## src/sv/assert_macros.svh

```systemverilog
// Assertion macros shared by the confusion matrix metrics RTL.
// Included by modules that carry concurrent assertions; needs nothing else.
`ifndef ASSERT_MACROS_SVH
`define ASSERT_MACROS_SVH

// The property must hold at every clock edge outside reset.
`define CMM_ASSERT(lbl, clk, rst, prop) \
  lbl: assert property (@(posedge clk) disable iff (rst) (prop)) \
    else $error("assertion failed");

// When the antecedent holds, the consequent holds at the next edge.
`define CMM_ASSERT_NEXT(lbl, clk, rst, ante, cons) \
  lbl: assert property (@(posedge clk) disable iff (rst) (ante) |=> (cons)) \
    else $error("assertion failed");

`endif

```

## src/sv/cmm_pkg.sv

```systemverilog
// Package for the confusion matrix metrics block.
// Holds the controller/datapath command and status types and fixed field widths.
`timescale 1ns / 1ps
package cmm_pkg;

  localparam int LABEL_W   = 5;
  localparam int ID_W      = 5;
  localparam int Q16_W     = 17;
  localparam int FRAC_BITS = 16;
  localparam int TOTAL_W   = 32;

  localparam logic [1:0] DIV_PREC = 2'd0;
  localparam logic [1:0] DIV_REC  = 2'd1;
  localparam logic [1:0] DIV_F1   = 2'd2;
  localparam logic [1:0] DIV_ACC  = 2'd3;

  localparam logic ACT_RECORD = 1'b0;
  localparam logic ACT_REPORT = 1'b1;

  typedef struct packed {
    logic       ram_we;
    logic       wr_zero;
    logic       cnt_inc;
    logic       cnt_match;
    logic       cnt_clr;
    logic       acc_clr;
    logic       acc_en;
    logic       acc_col;
    logic       acc_diag;
    logic       div_load;
    logic       div_step;
    logic       div_store;
    logic [1:0] div_sel;
    logic       out_load;
    logic       out_last;
  } cmm_cmd_t;

  typedef struct packed {
    logic out_busy;
    logic out_taken;
  } cmm_sts_t;

endpackage

```

## src/sv/cmm_ctrl.sv

```systemverilog
// Controller of the confusion matrix metrics block: sequencer, class count
// register and matrix addressing. Uses cmm_pkg and assert_macros.svh.
`timescale 1ns / 1ps
`include "assert_macros.svh"
module cmm_ctrl #(
  parameter int CLASSES = 16
) (
  input  logic                                    clk,
  input  logic                                    rst,
  input  logic                                    cfg_we,
  input  logic [cmm_pkg::LABEL_W-1:0]             cfg_wdata,
  input  logic                                    in_valid,
  output logic                                    in_stall,
  input  logic                                    action,
  input  logic [cmm_pkg::LABEL_W-1:0]             actual_class,
  input  logic [cmm_pkg::LABEL_W-1:0]             predicted_class,
  output cmm_pkg::cmm_cmd_t                       cmd,
  input  cmm_pkg::cmm_sts_t                       sts,
  output logic [$clog2(CLASSES*CLASSES)-1:0]      raddr,
  output logic [$clog2(CLASSES*CLASSES)-1:0]      waddr,
  output logic [cmm_pkg::ID_W-1:0]                cur_id
);
  import cmm_pkg::*;

  localparam int AW = $clog2(CLASSES*CLASSES);
  localparam int CI = $clog2(CLASSES);
  localparam int CW = $clog2(CLASSES+1);
  localparam int JW = CW + 1;
  localparam logic [AW-1:0] LAST_IDX = AW'(CLASSES*CLASSES - 1);

  typedef enum logic [9:0] {
    S_CLR    = 10'b00_0000_0001,
    S_IDLE   = 10'b00_0000_0010,
    S_WR     = 10'b00_0000_0100,
    S_SCAN   = 10'b00_0000_1000,
    S_TAIL   = 10'b00_0001_0000,
    S_DLOAD  = 10'b00_0010_0000,
    S_DITER  = 10'b00_0100_0000,
    S_DSTORE = 10'b00_1000_0000,
    S_OUTLD  = 10'b01_0000_0000,
    S_OUTW   = 10'b10_0000_0000
  } state_t;

  state_t          state, state_next;
  logic [4:0]      class_count;
  logic [CW-1:0]   n;
  logic [AW-1:0]   clr_idx, clr_idx_next;
  logic [AW-1:0]   addr_q, addr_q_next;
  logic            match_q, match_q_next;
  logic [CI-1:0]   c, c_next;
  logic [JW-1:0]   j, j_next;
  logic [3:0]      iter, iter_next;
  logic [1:0]      k, k_next;
  logic [CI-1:0]   ra, rp, si;
  logic [JW-1:0]   i_full;
  logic            label_ok, col_ph, c_last;
  logic [AW-1:0]   rec_addr, scan_addr;

  always_comb begin
    if (class_count == 5'd0) begin
      n = CW'(1);
    end else if (7'(class_count) > 7'(CLASSES)) begin
      n = CW'(CLASSES);
    end else begin
      n = CW'(class_count);
    end
  end

  assign label_ok = (actual_class != '0) && (predicted_class != '0) &&
                    (7'(actual_class) <= 7'(n)) && (7'(predicted_class) <= 7'(n));
  assign ra       = CI'(actual_class - 5'd1);
  assign rp       = CI'(predicted_class - 5'd1);
  assign rec_addr = AW'(AW'(ra) * AW'(CLASSES)) + AW'(rp);

  assign col_ph    = j < JW'(n);
  assign i_full    = col_ph ? j : (j - JW'(n));
  assign si        = i_full[CI-1:0];
  assign scan_addr = col_ph ? (AW'(AW'(si) * AW'(CLASSES)) + AW'(c))
                            : (AW'(AW'(c) * AW'(CLASSES)) + AW'(si));
  assign c_last    = (CW'(c) == (n - CW'(1)));
  assign cur_id    = ID_W'({1'b0, c} + (CI+1)'(1));
  assign in_stall  = (state != S_IDLE);

  always_comb begin
    state_next   = state;
    clr_idx_next = clr_idx;
    addr_q_next  = addr_q;
    match_q_next = match_q;
    c_next       = c;
    j_next       = j;
    iter_next    = iter;
    k_next       = k;
    cmd          = '0;
    raddr        = rec_addr;
    waddr        = addr_q;
    unique case (state)
      S_CLR: begin
        cmd.ram_we   = 1'b1;
        cmd.wr_zero  = 1'b1;
        waddr        = clr_idx;
        clr_idx_next = clr_idx + AW'(1);
        if (clr_idx == LAST_IDX) begin
          cmd.cnt_clr = 1'b1;
          state_next  = S_IDLE;
        end
      end
      S_IDLE: begin
        if (in_valid) begin
          if (action == ACT_REPORT) begin
            cmd.acc_clr = 1'b1;
            c_next      = '0;
            j_next      = '0;
            state_next  = S_SCAN;
          end else if (label_ok) begin
            addr_q_next  = rec_addr;
            match_q_next = (actual_class == predicted_class);
            state_next   = S_WR;
          end
        end
      end
      S_WR: begin
        cmd.ram_we    = 1'b1;
        cmd.cnt_inc   = 1'b1;
        cmd.cnt_match = match_q;
        state_next    = S_IDLE;
      end
      S_SCAN: begin
        raddr        = scan_addr;
        cmd.acc_en   = 1'b1;
        cmd.acc_col  = col_ph;
        cmd.acc_diag = (si == c);
        j_next       = j + JW'(1);
        if (j == (JW'(n) + JW'(n) - JW'(1))) begin
          state_next = S_TAIL;
        end
      end
      S_TAIL: begin
        k_next     = DIV_PREC;
        state_next = S_DLOAD;
      end
      S_DLOAD: begin
        cmd.div_load = 1'b1;
        cmd.div_sel  = k;
        iter_next    = '0;
        state_next   = S_DITER;
      end
      S_DITER: begin
        cmd.div_step = 1'b1;
        iter_next    = iter + 4'd1;
        if (iter == 4'd15) begin
          state_next = S_DSTORE;
        end
      end
      S_DSTORE: begin
        cmd.div_store = 1'b1;
        cmd.div_sel   = k;
        if (k == DIV_ACC) begin
          state_next = S_OUTLD;
        end else begin
          k_next     = k + 2'd1;
          state_next = S_DLOAD;
        end
      end
      S_OUTLD: begin
        cmd.out_load = 1'b1;
        cmd.out_last = c_last;
        state_next   = S_OUTW;
      end
      S_OUTW: begin
        if (sts.out_taken) begin
          if (c_last) begin
            clr_idx_next = '0;
            state_next   = S_CLR;
          end else begin
            c_next      = c + CI'(1);
            j_next      = '0;
            cmd.acc_clr = 1'b1;
            state_next  = S_SCAN;
          end
        end
      end
      default: state_next = S_IDLE;
    endcase
  end

  always_ff @(posedge clk) begin
    if (rst) begin
      state       <= S_CLR;
      clr_idx     <= '0;
      class_count <= 5'd16;
      c           <= '0;
      j           <= '0;
      iter        <= '0;
      k           <= '0;
    end else begin
      state   <= state_next;
      clr_idx <= clr_idx_next;
      c       <= c_next;
      j       <= j_next;
      iter    <= iter_next;
      k       <= k_next;
      if (cfg_we) begin
        class_count <= cfg_wdata;
      end
    end
  end

  always_ff @(posedge clk) begin
    addr_q  <= addr_q_next;
    match_q <= match_q_next;
  end

  `CMM_ASSERT_NEXT(a_div_len, clk, rst, state == S_DITER && iter == 4'd15, state == S_DSTORE)
  `CMM_ASSERT(a_scan_class, clk, rst, state != S_SCAN || CW'(c) < n)
  `CMM_ASSERT_NEXT(a_outld_busy, clk, rst, state == S_OUTLD, sts.out_busy)
endmodule

```

## config.mk

```make
export PLATFORM = sky130hd
export DESIGN_NAME = cmm_ctrl
export DESIGN_NICKNAME = d
export VERILOG_FILES = /design/src/sv/cmm_pkg.sv /design/src/sv/cmm_ctrl.sv
export VERILOG_INCLUDE_DIRS = /design/src /design/src/sv
export SDC_FILE = /design/constraint.sdc
export NUM_CORES = 1
export LEC_CHECK = 0
export ABC_AREA = 0
export BUFFER_PORTS_ARGS = -buffer_cell sky130_fd_sc_hd__buf_2
export CORE_AREA = 3 3 97 90
export CTS_CLUSTER_DIAMETER = 200
export DETAILED_ROUTE_END_ITERATION = 16
export DIE_AREA = 0 0 100 93
export GPL_TIMING_DRIVEN = 1
export PLACE_DENSITY = 0.68
export SYNTH_ARGS = -nofsm -noshare
export SYNTH_HDL_FRONTEND = slang
export SYNTH_SLANG_ARGS = --single-unit
```

## constraint.sdc

```tcl
create_clock -name clk -period 6.5 [get_ports clk]
set_input_delay 1.95 -clock clk [delete_from_list [all_inputs] [get_ports clk]]
set_output_delay 1.95 -clock clk [all_outputs]
set_load 0.02 [all_outputs]
```

==> results of run 1 <==
power groups by stage:
stage                     Clock (µW)  Sequential (µW)  Combinational [µW]
after global routing             281              336                 344
after floorplan                    0              336                 224
after global placement             0              339                 302
after detailed placement           0              341                 307
after CTS                        269              333                 310
final                            265              334                 311
path summary, 6_finish.rpt:
| path | to | slack [ns] | depth (start not counted) |
|---|---|---|---|
| max reg2reg | c[0] | 3.32 | 10 |
| min reg2reg | iter[3] | 0.49 | 1 |
| min | iter[3] | 0.49 | 1 |
| max | cmd[7] | 0.65 | 13 |
sequential cells by signal (all words and copies together) (netlist names):
name / flops
class_count: 5
c: 4
iter: 4
k: 2
addr_q: 8
state: 10
clr_idx: 8
j: 6
match_q: 1
logic make-up after synthesis:
group,after synthesis
simple gates,187
compound gates,84
flops,48
buf+inv,45
xor+xnor,28
fa+ha+maj,26
mux,13
final cells by class:
class	instances	area, µm²
clock buffer	5	68.8
clock inverter	3	68.8
fill	762	3970
inverter	24	90.1
multi-input combinational	338	2210
sequential	48	1050
tap	99	124
timing repair buffer	58	290
synthesized netlist by cell type, drive strengths merged (2+ instances only):
library cell / count / share of area
xnor2: 16 / 0.040
nor4b: 4 / 0.012
a221o: 2 / 0.0058
buf: 5 / 0.011
ha: 25 / 0.090
nand4: 5 / 0.0090
nand2: 50 / 0.054
a311oi: 2 / 0.0051
mux2i: 10 / 0.029
xor2: 12 / 0.030
or3: 6 / 0.011
a22oi: 3 / 0.0065
o211ai: 6 / 0.013
nand3b: 2 / 0.0043
nor2b: 7 / 0.013
nand2b: 4 / 0.0072
nor4: 5 / 0.013
a211oi: 5 / 0.011
clkbuf: 16 / 0.024
nor2: 45 / 0.049
edfxtp: 9 / 0.078
a31oi: 5 / 0.013
mux2: 3 / 0.0098
a22o: 4 / 0.011
and2: 5 / 0.0098
o21ai: 17 / 0.027
and3: 6 / 0.011
o21a: 2 / 0.0043
inv: 24 / 0.026
nand3: 23 / 0.033
a21oi: 28 / 0.040
or2: 4 / 0.0072
dfxtp: 39 / 0.23
nor3: 16 / 0.023
stage by stage:
stage                     cells  hold WS (ns)
final                       575         0.486
after global routing        575         0.510
after CTS                   575         0.497
after detailed placement    567         0.483
after global placement      567         0.459
after floorplan             431         0.441
per-layer routing:
metal / GRT usage / share of wire / vias up
met5: 0 / 0 / -
met4: 0.0404 / 0.0092 / 0
met3: 0.0425 / 0.064 / 7
met2: 0.296 / 0.46 / 99
met1: 0.254 / 0.47 / 1542
li1: - / - / 1616
worst max-delay path, delay by kind of cell, from the launching register on:
kind / cells / cell delay, ns
AOI/OAI and AO/OA: 3 / 0.74
xor gates and xnor gates: 1 / 0.16
adders and majority gates: 2 / 0.67
buffers and inverters: 2 / 0.40
DFF: 1 / 0.47
and+or+nand+nor: 5 / 1.15
==> impl_metrics.ini, run 1 <==
[logic_synthesis]
muxShareOfSynthArea = 0.0387
syn_inst = 431
async_reset_ff_frac = 0
avgSynthCellArea_um2 = 8.04
synth-seq-cells = 48
yosysWarnings = 0
synth_top_family_by_area = simple AND/OR/NAND/NOR gates
synthXorXnorAreaFrac = 0.0708
synth_edf_count = 9
synth-simple-area-share = 0.269
synth_compound_gate_area_share = 0.161
synth_nets = 479
synth-seq-area-share = 0.303
yosysUniqueCellTypes = 62
synth_fa_ha_area_frac = 0.0961
synthFlopType = dfxtp_1
synth.cell_area_um2 = 3460

[sta]
hold_viol = 0
layout_min_cycle_time_ns = 5.85
timing.final.crit_share = 0.900
max_freq_ghz = 0.171
max_slew_margin = 0.402
tightest_slew_ns = 0.894
setup-violations-final = 0
fin_skew_ns = 0.0114
finalSetupTns_ns = 0
slew_viol_final = 0
timing.final.ws_setup_ns = 0.651
rsz0062_at_grt = false

[final_layout]
nNetsFinal = 523
final_common_cell = buf_2
final_cell_mix = buf_2, nand2_1, nor2_1, dfxtp_1, a21oi_1
stdcell_area_um2 = 3900
layout-drive-gt1-share = 0.181
syn2layout_area_growth_pct = 12.6
fin_util = 0.495
insertedDiodeCount = 0

[detailed_routing]
vias = 3264
wl_per_cell_um = 14.8
via_per_inst = 5.68
wirelength_um = 8520
drc_errors = 0
drtAntennaViolNets = 0
dr.pass1.iters = 4
dr.first_iter.drc_count = 191

[power_and_ir_drop]
p_sw_uw = 330
peakVddDrop_v = 0.0000863
clkPwrFrac = 0.291
p_comb_frac = 0.342
power_uw = 909
intPower_uw = 579
seqPwrFrac = 0.367
netSwitchingFraction = 0.363
power.leakage_uw = 0.00169
p_per_area_nw_per_um2 = 233

[clock_network]
cts_tree = yes
cts_root_buffer = clkbuf_8
postCtsResizedCells = 0
clockBufferDepth = 2
h-tree-depth = 2
cts_num_sinks = 48
clk_pin_slew_ns = 0.09
post_cts_buffers = 0
clock_latency_ns = 0.31
cts_buffers = 5
cts_hold_buf = 0

[placed_design]
io_buffers = 58
pre_cts_ws_ns = 1.08
dp_hpwl_um = 6640
placed_area_um2 = 3760
gp_congestion = 0.937

[floorplanning]
num_rows = 31
fp.dieArea_um2 = 9300
core-area_um2 = 7870
pin_count = 60
die_y_um = 93
initial_utilization = 0.440
dieWidth_um = 100

[grt]
grt_overflow_total = 0
track_usage = 0.185
grt_start_max_net_pins = 26
grt_pass1_vias = 2901
antenna_found_initial = 0
grt_pass1_wl_um = 14000

[critical_path]
reg2reg_from = class_count[2]
worst_ep_arrival_time_ns = 3.90
path_cells = nor3_1 -> o21ai_0 -> inv_1 -> ha_1 -> fa_1 -> nand2b_1 -> a21oi_1 -> or3_1 -> nand2_1 -> a21boi_0 -> xnor2_1 -> nor4_1 -> buf_2
crit_path_start = class_count[2]
cp.required_ns = 4.55
path_max_fanout = 14
slowest_delay_ns = 0.47
worstSetupPathType = flop to output port
crit_slowest_cell = dfxtp_1
crit_path_start_kind = flop
cp-end-kind = output port

[worst_hold_path]
min-delay-start = iter[3]
hold_path.class = flop to flop

[job]
max_cap_viol_count = 0

[run_status]
status = finished, final reports clean
Power figures use the tool's default switching activity.
==> run 2, diff against run 1 <==
Settings changed: CORE_AREA 3 3 97 90 to 3 3 92 94, DIE_AREA 0 0 100 93 to 0 0 95 97.
Clock period 6.5 ns to 6.1 ns, I/O delays scaled along.
==> impl_metrics.ini, run 2 (same netlist as run 1, synthesis figures left out) <==
[run_status]
status = finished, final reports clean

[clock_network]
post_cts_buffers = 0
cts_tree = yes
cts_hold_buf = 0
cts_buffers = 5
clockBufferDepth = 2
clk_pin_slew_ns = 0.09
cts_root_buffer = clkbuf_8
h-tree-depth = 2
cts_num_sinks = 48
clock_latency_ns = 0.30
postCtsResizedCells = 0

[floorplanning]
fp.dieArea_um2 = 9220
pin_count = 60
num_rows = 32
dieWidth_um = 95
core-area_um2 = 7730
die_y_um = 97
initial_utilization = 0.448

[grt]
met2_usage = 0.300
track_usage = 0.187
antenna_found_initial = 0
met3_usage = 0.0350
grt_start_max_net_pins = 26
grt_overflow_total = 0
grt_pass1_vias = 2941
busiest_layer = met2
grt_use_met1 = 0.257
grt_pass1_wl_um = 14000

[final_layout]
top_register = state
insertedDiodeCount = 0
final_cell_mix = buf_2, nand2_1, nor2_1, dfxtp_1, a21oi_1
largest_reg_flops = 10
final_common_cell = buf_2
fill_cells = 777
syn2layout_area_growth_pct = 12.1
reg_top3 = state (10), addr_q (8), clr_idx (8)
nNetsFinal = 524
layout-drive-gt1-share = 0.182

[detailed_routing]
dr.pass1.iters = 4
wirelength_um = 8380
drc_errors = 0
dr.first_iter.drc_count = 157
drtAntennaViolNets = 0
vias = 3189
via_per_inst = 5.51
wl_per_cell_um = 14.5

[power_and_ir_drop]
clkPwrFrac = 0.240
seqPwrFrac = 0.396
p_per_area_nw_per_um2 = 232
p_comb_frac = 0.364
intPower_uw = 557
peakVddDrop_v = 0.0000936
netSwitchingFraction = 0.381
p_sw_uw = 343
power.leakage_uw = 0.00168

[critical_path]
cp_top_family = simple AND/OR/NAND/NOR gates
slowest_delay_ns = 0.47
cp.required_ns = 4.27
crit_slowest_cell = dfxtp_1
worst_ep_arrival_time_ns = 3.84
cp-end-kind = output port
cp.buffers_inverters = 2
worstSetupPathType = flop to output port
path_cells = nor3_1 -> o21ai_0 -> inv_1 -> ha_1 -> fa_1 -> nand2b_1 -> a21oi_1 -> or3_1 -> nand2_1 -> a21boi_0 -> xnor2_1 -> nor4_1 -> buf_2
path_max_fanout = 14
crit_path_start_kind = flop

[sta]
finalSetupTns_ns = 0
fin_skew_ns = 0.00688
timing.final.crit_share = 0.929
tightest_slew_ns = 0.688
setup-violations-final = 0
max_freq_ghz = 0.176
max_slew_margin = 0.541
slew_viol_final = 0
timing.final.ws_setup_ns = 0.434
hold_viol = 0
layout_min_cycle_time_ns = 5.67
rsz0062_at_grt = false

[placed_design]
io_buffers = 58
pre_cts_ws_ns = 0.836
gp_congestion = 0.905
dp_hpwl_um = 6550

[job]
max_cap_viol_count = 0

[worst_hold_path]
hold_path.class = flop to flop
run 2: area by class of cell:
type / instances / area [µm²] / share of cell area
well taps: 102 / 128 / 0.0329
clock buffers: 6 / 93.8 / 0.0242
flip-flops and latches: 48 / 1050 / 0.271
clock inverters: 2 / 12.5 / 0.00322
inverters: 24 / 90.1 / 0.0232
repair buffers: 59 / 298 / 0.0767
multi-input cells: 338 / 2210 / 0.569
run 2: per-stage QoR:
| stage | std cells | total power [µW] | hold slack [ns] | instance area (µm²) | util |
|---|---|---|---|---|---|
| global placement | 571 | 684 | 0.462 | 3770 | 0.489 |
| detailed placement | 571 | 689 | 0.473 | 3770 | 0.489 |
| finish | 579 | 899 | 0.487 | 3880 | 0.502 |
| floorplan | 431 | 597 | 0.441 | 3460 | - |
| CTS | 579 | 906 | 0.491 | 3880 | 0.502 |
| global route | 579 | 957 | 0.520 | 3880 | 0.502 |
run 2: worst paths after layout:
kind / start / end / slack [ns] / depth (start not counted)
worst max-delay path: class_count[2] / cmd[7] / 0.43 / 13
worst min-delay path: iter[3] / iter[3] / 0.49 / 1
worst max register to register: class_count[2] / c[0] / 3.01 / 10
worst min register to register: iter[3] / iter[3] / 0.49 / 1
run 2: routing by layer:
| metal | vias to the layer above | share of wire |
|---|---|---|
| li1 | 1612 | - |
| met1 | 1478 | 0.48 |
| met2 | 90 | 0.46 |
| met3 | 9 | 0.053 |
| met4 | 0 | 0.010 |
| met5 | - | 0 |
run 2: worst register-to-register path: stages (launching register included):
cell and delay [ns]:
dfxtp_1 0.47, nor3_1 0.10, o21ai_0 0.37, ha_1 0.38, o21a_1 0.14, o21ai_0 0.08, a221o_1 0.39, or2_1 0.36
a31oi_4 0.38, and2_4 0.23, mux2_2 0.14
run 2: power groups by stage:
stage / clock network [µW] / registers (µW) / logic [µW]
2_1_floorplan: 0 / 358 / 238
3_3_place_gp: 0 / 362 / 323
3_5_place_dp: 0 / 363 / 327
4_1_cts: 223 / 355 / 328
5_1_grt: 234 / 358 / 364
6_report: 216 / 356 / 327
